## config.mk

```make
export PLATFORM = sky130hd
export DESIGN_NAME = led_pixel_frame_encoder_unit
export DESIGN_NICKNAME = d
export VERILOG_FILES = /design/src/hdl/lpfe_pkg.sv /design/src/hdl/lpfe_decode.sv /design/src/hdl/lpfe_emit.sv /design/src/hdl/led_pixel_frame_encoder_unit.sv
export SDC_FILE = /design/constraint.sdc
export NUM_CORES = 1
export LEC_CHECK = 0
export BUFFER_PORTS_ARGS = -buffer_cell sky130_fd_sc_hd__buf_2
export CORE_UTILIZATION = 50
export DETAILED_ROUTE_END_ITERATION = 12
export PLACE_DENSITY = 0.72
export SYNTH_ARGS = -nofsm -noshare
export SYNTH_HDL_FRONTEND = slang
export SYNTH_HIERARCHICAL = 1
export SYNTH_SLANG_ARGS = --single-unit
```

## constraint.sdc

```tcl
create_clock -name clock -period 4.65 [get_ports clock]
set_clock_uncertainty 0.1 [all_clocks]
set_input_delay 0.465 -clock clock [delete_from_list [all_inputs] [get_ports clock]]
set_output_delay 0.465 -clock clock [all_outputs]
set_load 0.05 [all_outputs]
```

## src/hdl/lpfe_pkg.sv

```systemverilog
// Shared types, codes and helper function of the LED pixel frame encoder.
`timescale 1ns / 1ps
`default_nettype none

package lpfe_pkg;

   // Strip kinds as held in the strip kind register.
   typedef enum logic [2:0] {
      KIND_RTZ     = 3'd0,
      KIND_BRIGHT  = 3'd1,
      KIND_PLAIN   = 3'd2,
      KIND_FLAG    = 3'd3,
      KIND_RTZ4    = 3'd4
   } strip_kind_type;

   // Configuration register indexes.
   typedef enum logic [2:0] {
      CSR_RTZ_PROTOCOL  = 3'd0,
      CSR_STRIP_KIND    = 3'd1,
      CSR_COLOR_MAP     = 3'd2,
      CSR_HIGH_CODE     = 3'd3,
      CSR_LOW_CODE      = 3'd4,
      CSR_BRIGHTNESS    = 3'd5,
      CSR_LED_COUNT     = 3'd6
   } csr_index_type;

   // Colour orders of the rtz encoding.
   localparam logic [2:0] ORDER_RGB = 3'd0;
   localparam logic [2:0] ORDER_RBG = 3'd1;
   localparam logic [2:0] ORDER_GRB = 3'd2;
   localparam logic [2:0] ORDER_GBR = 3'd3;
   localparam logic [2:0] ORDER_BRG = 3'd4;
   localparam logic [2:0] ORDER_BGR = 3'd5;

   // Colour slots: which colour a slot carries.
   localparam logic [1:0] SLOT_RED   = 2'd0;
   localparam logic [1:0] SLOT_GREEN = 2'd1;
   localparam logic [1:0] SLOT_BLUE  = 2'd2;

   localparam logic [7:0] FLAG_BASE = 8'hC0;

   localparam int unsigned ADDR_W  = 15;
   localparam int unsigned INDEX_W = 10;
   localparam int unsigned COUNT_W = 11;

   // Byte counts of the encodings.
   localparam logic [5:0] COUNT_RTZ4  = 6'd32;
   localparam logic [5:0] COUNT_RTZ3  = 6'd24;
   localparam logic [5:0] COUNT_QUAD  = 6'd4;
   localparam logic [5:0] COUNT_TRIPLE = 6'd3;

   typedef struct packed {
      logic                 command;
      logic [INDEX_W-1:0]   led_index;
      logic [7:0]           red;
      logic [7:0]           green;
      logic [7:0]           blue;
      logic [7:0]           white;
   } pixel_type;

   typedef struct packed {
      logic        rtz_protocol;
      logic [2:0]  strip_kind;
      logic [2:0]  color_map;
      logic [7:0]  global_brightness;
   } frame_cfg_type;

   // One pixel job: up to four bytes, lowest byte first, either sent as
   // whole bytes or expanded bit by bit into code bytes.
   typedef struct packed {
      logic                rtz;
      logic [ADDR_W-1:0]   base;
      logic [31:0]         data;
      logic [5:0]          count;
   } job_type;

   typedef struct packed {
      logic [7:0] high_code;
      logic [7:0] low_code;
   } codes_type;

   // Colour carried by a slot for each colour order; unused orders act as RGB.
   function automatic logic [1:0] map_slot(input logic [2:0] map, input logic [1:0] slot);
      logic [5:0] order;
      begin
         case (map)
            ORDER_RBG: order = {SLOT_GREEN, SLOT_BLUE, SLOT_RED};
            ORDER_GRB: order = {SLOT_BLUE, SLOT_RED, SLOT_GREEN};
            ORDER_GBR: order = {SLOT_RED, SLOT_BLUE, SLOT_GREEN};
            ORDER_BRG: order = {SLOT_GREEN, SLOT_RED, SLOT_BLUE};
            ORDER_BGR: order = {SLOT_RED, SLOT_GREEN, SLOT_BLUE};
            default:   order = {SLOT_BLUE, SLOT_GREEN, SLOT_RED};
         endcase
         case (slot)
            2'd0:    map_slot = order[1:0];
            2'd1:    map_slot = order[3:2];
            default: map_slot = order[5:4];
         endcase
      end
   endfunction

endpackage

`default_nettype wire

```

## src/hdl/lpfe_decode.sv

```systemverilog
// Pixel decoder: turns one registered pixel write into a byte job.
`timescale 1ns / 1ps
`default_nettype none

module lpfe_decode
   import lpfe_pkg::*;
(
   input  var pixel_type      pixel,
   input  var frame_cfg_type  cfg,
   input  wire                index_ok,
   output job_type            job
);

   function automatic logic [7:0] pick(input pixel_type p, input logic [1:0] slot);
      begin
         case (slot)
            SLOT_RED:   pick = p.red;
            SLOT_GREEN: pick = p.green;
            default:    pick = p.blue;
         endcase
      end
   endfunction

   logic [7:0] flag_w;

   assign flag_w = FLAG_BASE | {2'b00, ~pixel.blue[7:6], ~pixel.green[7:6], ~pixel.red[7:6]};

   always_comb begin
      job = '0;
      if (index_ok) begin
         if (pixel.command) begin
            if (cfg.strip_kind == KIND_RTZ4) begin
               job.rtz   = 1'b1;
               job.base  = ADDR_W'({pixel.led_index, 5'b00000});
               job.data  = {pixel.white, pixel.blue, pixel.red, pixel.green};
               job.count = COUNT_RTZ4;
            end
         end else if (cfg.rtz_protocol) begin
            job.rtz   = 1'b1;
            job.base  = ADDR_W'({pixel.led_index, 4'b0000}) + ADDR_W'({pixel.led_index, 3'b000});
            job.data  = {8'h00,
                         pick(pixel, map_slot(cfg.color_map, 2'd2)),
                         pick(pixel, map_slot(cfg.color_map, 2'd1)),
                         pick(pixel, map_slot(cfg.color_map, 2'd0))};
            job.count = COUNT_RTZ3;
         end else begin
            case (cfg.strip_kind)
               KIND_BRIGHT: begin
                  job.base  = ADDR_W'({pixel.led_index, 2'b00}) + ADDR_W'(4);
                  job.data  = {pixel.blue, pixel.green, pixel.red, cfg.global_brightness};
                  job.count = COUNT_QUAD;
               end
               KIND_PLAIN: begin
                  job.base  = ADDR_W'({pixel.led_index, 1'b0}) + ADDR_W'(pixel.led_index);
                  job.data  = {8'h00, pixel.blue, pixel.green, pixel.red};
                  job.count = COUNT_TRIPLE;
               end
               KIND_FLAG: begin
                  job.base  = ADDR_W'({pixel.led_index, 2'b00}) + ADDR_W'(4);
                  job.data  = {pixel.red, pixel.green, pixel.blue, flag_w};
                  job.count = COUNT_QUAD;
               end
               default: begin
                  job.count = 6'd0;
               end
            endcase
         end
      end
   end

endmodule

`default_nettype wire

```

## src/hdl/lpfe_emit.sv

```systemverilog
// Byte emitter: holds one job and sends its byte writes one per cycle while rsp_tready is high.
`timescale 1ns / 1ps
`default_nettype none

module lpfe_emit
   import lpfe_pkg::*;
(
   input  wire          clock,
   input  wire          reset,
   input  wire          job_valid,
   input  var job_type  job,
   output logic         job_ready,
   input  var codes_type codes,
   output logic         rsp_tvalid,
   input  wire          rsp_tready,
   output logic [23:0]  rsp_tdata,   // byte_address[14:0], byte_value[22:15], zero[23]
   output logic         rsp_tlast    // last_write
);

   logic        job_valid_ff, job_valid_in;
   job_type     job_ff;
   logic [4:0]  idx_ff, idx_in;

   logic [1:0]        byte_sel_w;
   logic [7:0]        byte_w;
   logic              bit_w;
   logic [7:0]        value_w;
   logic [ADDR_W-1:0] addr_w;
   logic              last_w;
   logic              out_fire_w;
   logic              done_w;
   logic              load_w;

   assign byte_sel_w = job_ff.rtz ? idx_ff[4:3] : idx_ff[1:0];
   assign byte_w     = job_ff.data[8*byte_sel_w +: 8];
   // Code bytes go out most significant bit first.
   assign bit_w      = byte_w[~idx_ff[2:0]];
   assign value_w    = job_ff.rtz ? (bit_w ? codes.high_code : codes.low_code) : byte_w;
   assign addr_w     = job_ff.base + ADDR_W'(idx_ff);
   assign last_w     = ({1'b0, idx_ff} + 6'd1) == job_ff.count;

   assign out_fire_w = job_valid_ff && rsp_tready;
   assign done_w     = out_fire_w && last_w;
   assign job_ready  = !job_valid_ff || done_w;
   // A job with no bytes is consumed without occupying the emitter.
   assign load_w     = job_valid && (job.count != 6'd0);

   assign rsp_tvalid = job_valid_ff;
   assign rsp_tdata  = {1'b0, value_w, addr_w};
   assign rsp_tlast  = last_w;

   always_comb begin
      job_valid_in = job_valid_ff;
      idx_in       = idx_ff;
      if (job_ready) begin
         job_valid_in = load_w;
         idx_in       = 5'd0;
      end else if (out_fire_w) begin
         idx_in = idx_ff + 5'd1;
      end
   end

   always_ff @(posedge clock) begin
      if (reset) begin
         job_valid_ff <= 1'b0;
         idx_ff       <= 5'd0;
      end else begin
         job_valid_ff <= job_valid_in;
         idx_ff       <= idx_in;
      end
   end

   always_ff @(posedge clock) begin
      if (job_ready) begin
         job_ff <= job;
      end
   end

   a_idx_in_job: assert property (@(posedge clock) disable iff (reset)
      job_valid_ff |-> ({1'b0, idx_ff} < job_ff.count))
      else $error("byte counter ran past the end of the job");

   a_byte_job_short: assert property (@(posedge clock) disable iff (reset)
      (job_valid_ff && !job_ff.rtz) |-> (job_ff.count <= COUNT_QUAD))
      else $error("whole-byte job longer than four bytes");

   a_drain_idle: assert property (@(posedge clock) disable iff (reset)
      (done_w && !load_w) |=> !job_valid_ff)
      else $error("emitter still busy after its last byte without a new job");

   a_load_starts_at_zero: assert property (@(posedge clock) disable iff (reset)
      (job_ready && load_w) |=> (job_valid_ff && idx_ff == 5'd0))
      else $error("new job did not start at its first byte");

endmodule

`default_nettype wire

```

## src/hdl/led_pixel_frame_encoder_unit.sv

```systemverilog
// Top level of the LED pixel frame encoder: configuration, input register, decode, emitter.
// The first byte write of a pixel comes from the emitter's job register, loaded from the input register via decode.
// Output: one byte write per cycle while rsp_tready is high; a pixel holds the emitter until all its
// bytes are sent (32 four-channel, 24 rtz, 4 or 3 byte formats), and the next pixel waits in the input
// register and follows without a gap. Pixels that encode to nothing do not occupy the emitter.
// Reset (synchronous) empties both stages and returns the configuration registers to their reset values.
`timescale 1ns / 1ps
`default_nettype none

module led_pixel_frame_encoder_unit
   import lpfe_pkg::*;
#(
   parameter int MAX_LEDS = 1024
)(
   input  wire          clock,
   input  wire          reset,
   input  wire          req_tvalid,
   output logic         req_tready,
   input  wire  [47:0]  req_tdata,   // led_index[9:0], red[17:10], green[25:18], blue[33:26],
                                     // white[41:34], zero[47:42]
   input  wire          req_tuser,   // command
   output logic         rsp_tvalid,
   input  wire          rsp_tready,
   output logic [23:0]  rsp_tdata,   // byte_address[14:0], byte_value[22:15], zero[23]
   output logic         rsp_tlast,   // last_write
   input  wire          csr_we,
   input  wire  [2:0]   csr_index,
   input  wire  [10:0]  csr_wdata
);

   localparam logic [12:0] MaxLedsW = 13'(MAX_LEDS);

   logic               rtz_protocol_ff;
   logic [2:0]         strip_kind_ff;
   logic [2:0]         color_map_ff;
   logic [7:0]         high_code_ff;
   logic [7:0]         low_code_ff;
   logic [7:0]         brightness_ff;
   logic [COUNT_W-1:0] led_count_ff;

   logic          in_valid_ff, in_valid_in;
   pixel_type     pixel_ff, pixel_in;

   frame_cfg_type cfg_w;
   codes_type     codes_w;
   logic          index_ok_w;
   job_type       job_w;
   logic          job_ready_w;

   always_ff @(posedge clock) begin
      if (reset) begin
         rtz_protocol_ff <= 1'b1;
         strip_kind_ff   <= KIND_RTZ;
         color_map_ff    <= 3'd0;
         high_code_ff    <= 8'd0;
         low_code_ff     <= 8'd0;
         brightness_ff   <= 8'd255;
         led_count_ff    <= COUNT_W'(1024);
      end else if (csr_we) begin
         case (csr_index)
            CSR_RTZ_PROTOCOL: rtz_protocol_ff <= csr_wdata[0];
            CSR_STRIP_KIND:   strip_kind_ff   <= csr_wdata[2:0];
            CSR_COLOR_MAP:    color_map_ff    <= csr_wdata[2:0];
            CSR_HIGH_CODE:    high_code_ff    <= csr_wdata[7:0];
            CSR_LOW_CODE:     low_code_ff     <= csr_wdata[7:0];
            CSR_BRIGHTNESS:   brightness_ff   <= csr_wdata[7:0];
            CSR_LED_COUNT:    led_count_ff    <= csr_wdata;
            default: begin
            end
         endcase
      end
   end

   // The input register frees up whenever the emitter takes its job.
   assign req_tready = !in_valid_ff || job_ready_w;
   assign in_valid_in = req_tready ? req_tvalid : in_valid_ff;

   assign pixel_in.command   = req_tuser;
   assign pixel_in.led_index = req_tdata[9:0];
   assign pixel_in.red       = req_tdata[17:10];
   assign pixel_in.green     = req_tdata[25:18];
   assign pixel_in.blue      = req_tdata[33:26];
   assign pixel_in.white     = req_tdata[41:34];

   always_ff @(posedge clock) begin
      if (reset) begin
         in_valid_ff <= 1'b0;
      end else begin
         in_valid_ff <= in_valid_in;
      end
   end

   always_ff @(posedge clock) begin
      if (req_tvalid && req_tready) begin
         pixel_ff <= pixel_in;
      end
   end

   assign index_ok_w = ({1'b0, pixel_ff.led_index} < led_count_ff)
                    && ({3'b000, pixel_ff.led_index} < MaxLedsW);

   assign cfg_w.rtz_protocol      = rtz_protocol_ff;
   assign cfg_w.strip_kind        = strip_kind_ff;
   assign cfg_w.color_map         = color_map_ff;
   assign cfg_w.global_brightness = brightness_ff;

   assign codes_w.high_code = high_code_ff;
   assign codes_w.low_code  = low_code_ff;

   lpfe_decode u_decode (
      .pixel    (pixel_ff),
      .cfg      (cfg_w),
      .index_ok (index_ok_w),
      .job      (job_w)
   );

   lpfe_emit u_emit (
      .clock      (clock),
      .reset      (reset),
      .job_valid  (in_valid_ff),
      .job        (job_w),
      .job_ready  (job_ready_w),
      .codes      (codes_w),
      .rsp_tvalid (rsp_tvalid),
      .rsp_tready (rsp_tready),
      .rsp_tdata  (rsp_tdata),
      .rsp_tlast  (rsp_tlast)
   );

endmodule

`default_nettype wire
```

==> run summary <==
Wire per inst - 18.8 um
Synth warn - 6
RSZ-0062 raised after global routing - no
Hold Crit Class - input port to flop
Max_cap viols - 0
Clk sinks - 146
Post-synthesis register bit count - 146
Yosys cell types - 69
R2R depth - 11
TNS Setup - 0 ps
Synthesized area - 8830 sq um
CTS Buf Count - 17
Largest net degree at the start of global routing - 56
Average size of a mapped cell - 9.30 sq um
Fin nets - 1097
Fmax achieved - 236 MHz
Startpoint Class - flop
Cells after DPL - 1205
Dpl hpwl - 16200 um
Post-route ant nets - 0
Post_cts resized - 0
Power per cell area - 355 nW/um^2
Post-CTS Setup Inserts - 0
VDD IR max - 0.278 mV
Fin. max-slew vios - 0
Initial DRC count - 1166
TritonCTS clock tree - built
Crit. End Element - primary output
First-pass GRT wire length - 36500 um
Pleak - 3.85 nW
Final wirelength - 23200 um
Non-Filler Instances - 1237
Final setup fails - 0
Grt total ovfl - 0
Post-DR vias/cell - 6.04
I/O pins - 95
Final cycle utilization of the critical path - 91.1%
RePlAce Congestion - 0.904
DR DRC count - 0
Initial Util - 51.0%
Hold_buf cts - 0
Die Wd - 135 um
Critical path type - flop to primary output
Slew @ Worst Pin - 1160 ps
Core Footprint - 17300 sq um
CTS Root Cell - clkbuf_16
Cell count after synthesis - 949
Vias in the first global route - 6808
Crit path max fanout - 24
Ratio of cells with drive above 1 in the final layout - 15.7%
Number of port buffers - 87
Worst slew margin - 22.8%
Async set-reset flop share out of synthesis - 0%
Hold Vio Cnt, Final - 0
CTS Buffer Depth - 2
Initial antenna violation count - 0
Reg clk slew, reported paths - 60 ps
Total Routing Usage GR - 26.3%
Vias - 7472
Diodes inserted - 0
Hold path depth - 1
Dominant synthesized flop cell - edfxtp_1
Die area - 18200 sq um
EDFF count, synth - 97
Post-layout minimum cycle time - 4240 ps
Rows - 48
Post-Syn Nets - 1047
Status - finished, final reports clean
Fill cells - 1563
CTS H-tree lvls - 4
Area growth, synth to finish - 12.1%
Worst Path Arrival - 3670 ps
Seq/Total Area, Yosys - 44.1%
Die Y - 135 um
DR pass1 iterations - 6
Pwr Total - 0.00352 W
Worst-Skew Late Latency - 430 ps
Crit path required time - 4090 ps
[power breakdown]
part / leakage (nW) / total (W) / internal, W / switching, W
clock: 0.282 / 0.00137 / 0.000842 / 0.000530
combinational: 2.16 / 0.000561 / 0.000191 / 0.000370
sequential: 1.41 / 0.00158 / 0.00149 / 0.0000888
[routing by layer]
| layer | global-route usage (%) | vias to the layer above | routed length [um] |
|---|---|---|---|
| li1 | - | 3568 | - |
| met1 | 35.6 | 3488 | 10100 |
| met2 | 40.7 | 362 | 10500 |
| met3 | 5.22 | 54 | 1780 |
| met4 | 12.0 | 0 | 825 |
| met5 | 0 | - | 0 |
[state kept, by name (all words and copies together) (netlist names)]
| name | cells |
|---|---|
| in_valid_ff | 1 |
| brightness_ff | 8 |
| color_map_ff | 3 |
| u_emit/job_ff | 54 |
| high_code_ff | 8 |
| low_code_ff | 8 |
| led_count_ff | 11 |
| u_emit/idx_ff | 5 |
| pixel_ff | 43 |
| strip_kind_ff | 3 |
| rtz_protocol_ff | 1 |
| u_emit/rsp_tvalid | 1 |
[layout make-up]
class	instances	area (sq um)	share of cell area, %
inverter	26	97.6	0.986
sequential	146	3890	39.3
clock inverter	13	158	1.59
tap	225	282	2.84
multi-input combinational	712	4530	45.8
timing repair buffer	96	503	5.08
clock buffer	19	433	4.37
[cells in the mapped netlist, drive strengths merged, types with 10 or more instances]
| cell type | instances | area share (%) |
|---|---|---|
| nand2 | 139 | 6.0 |
| edfxtp | 97 | 33 |
| a21oi | 90 | 5.1 |
| nor2 | 61 | 2.8 |
| o21ai | 53 | 3.1 |
| dfxtp | 49 | 11 |
| mux2i | 44 | 5.2 |
| clkbuf | 33 | 1.4 |
| buf | 32 | 2.3 |
| nand3 | 30 | 1.7 |
| ha | 28 | 4.0 |
| a221oi | 26 | 2.6 |
| inv | 26 | 1.1 |
| xnor2 | 25 | 2.5 |
| nor2b | 20 | 1.5 |
| nand2b | 17 | 1.3 |
| o22ai | 16 | 1.2 |
| a22oi | 14 | 1.2 |
| and3 | 14 | 0.99 |
| xor2 | 14 | 1.4 |
| a31oi | 12 | 0.85 |
| a211o | 11 | 1.1 |
| a21o | 10 | 0.85 |
| nor3b | 10 | 0.85 |
[per-stage QoR]
stage / setup slack, ps / cell area (sq um) / utilization (%) / hold WS (ps)
after floorplan: 201 / 8850 / - / 332
after global placement: 959 / 9310 / 53.8 / 345
after detailed placement: 932 / 9310 / 53.8 / 349
after CTS: 423 / 9900 / 57.2 / 90.9
after global routing: 202 / 9900 / 57.2 / 94.9
final: 413 / 9900 / 57.2 / 109
[worst max-delay path, stage by stage, from the launching register on]
cell	delay, ps
edfxtp_1	910
mux2i_2	720
or2_2	220
a211oi_1	70
o21ai_0	230
and4_1	430
o21ai_1	150
a31oi_1	210
buf_2	300
[cells by family (layout without fill, tap and decap cells)]
logic type,count (synthesis),count (layout),synth area share (%)
adder cells (fa/ha/maj),30,30,4.42
AO/OA/AOI/OAI,260,260,19.0
XOR/XNOR,39,39,3.87
AND/OR/NAND/NOR,338,338,18.6
flip-flops,146,146,44.1
multiplexers,44,44,5.22
other,1,1,0.0425
buffers and inverters,91,154,4.80
[path summary, 6_finish.rpt]
kind | slack, ps | startpoint | endpoint
min reg2reg | 360 | high_code_ff[6] | high_code_ff[6]
max reg2reg | 1010 | pixel_ff[34] | u_emit/rsp_tvalid
min | 110 | req_tdata[16] | pixel_ff[30]
max | 410 | u_emit/job_ff[53] | rsp_tdata[17]
[cell usage in the layout, fill, tap and decap left out, types with 6 or more instances in the layout]
cell	instances
a211o_1	11
a211oi_1	6
a21o_1	10
a21oi_1	89
a221oi_1	26
a22oi_1	14
a31oi_1	12
and2_1	7
and3_1	14
buf_2	87
buf_4	9
clkbuf_16	17
dfxtp_1	49
edfxtp_1	97
ha_1	28
inv_1	23
mux2i_1	41
nand2_1	136
nand2b_1	16
nand3_1	30
nand4_1	8
nor2_1	58
nor2b_1	18
nor3_1	7
nor3b_1	10
o21ai_0	10
o21ai_1	41
o22ai_1	15
or2_2	6
or3_1	6
xnor2_1	25
xor2_1	14
Power figures use the tool's default switching activity.
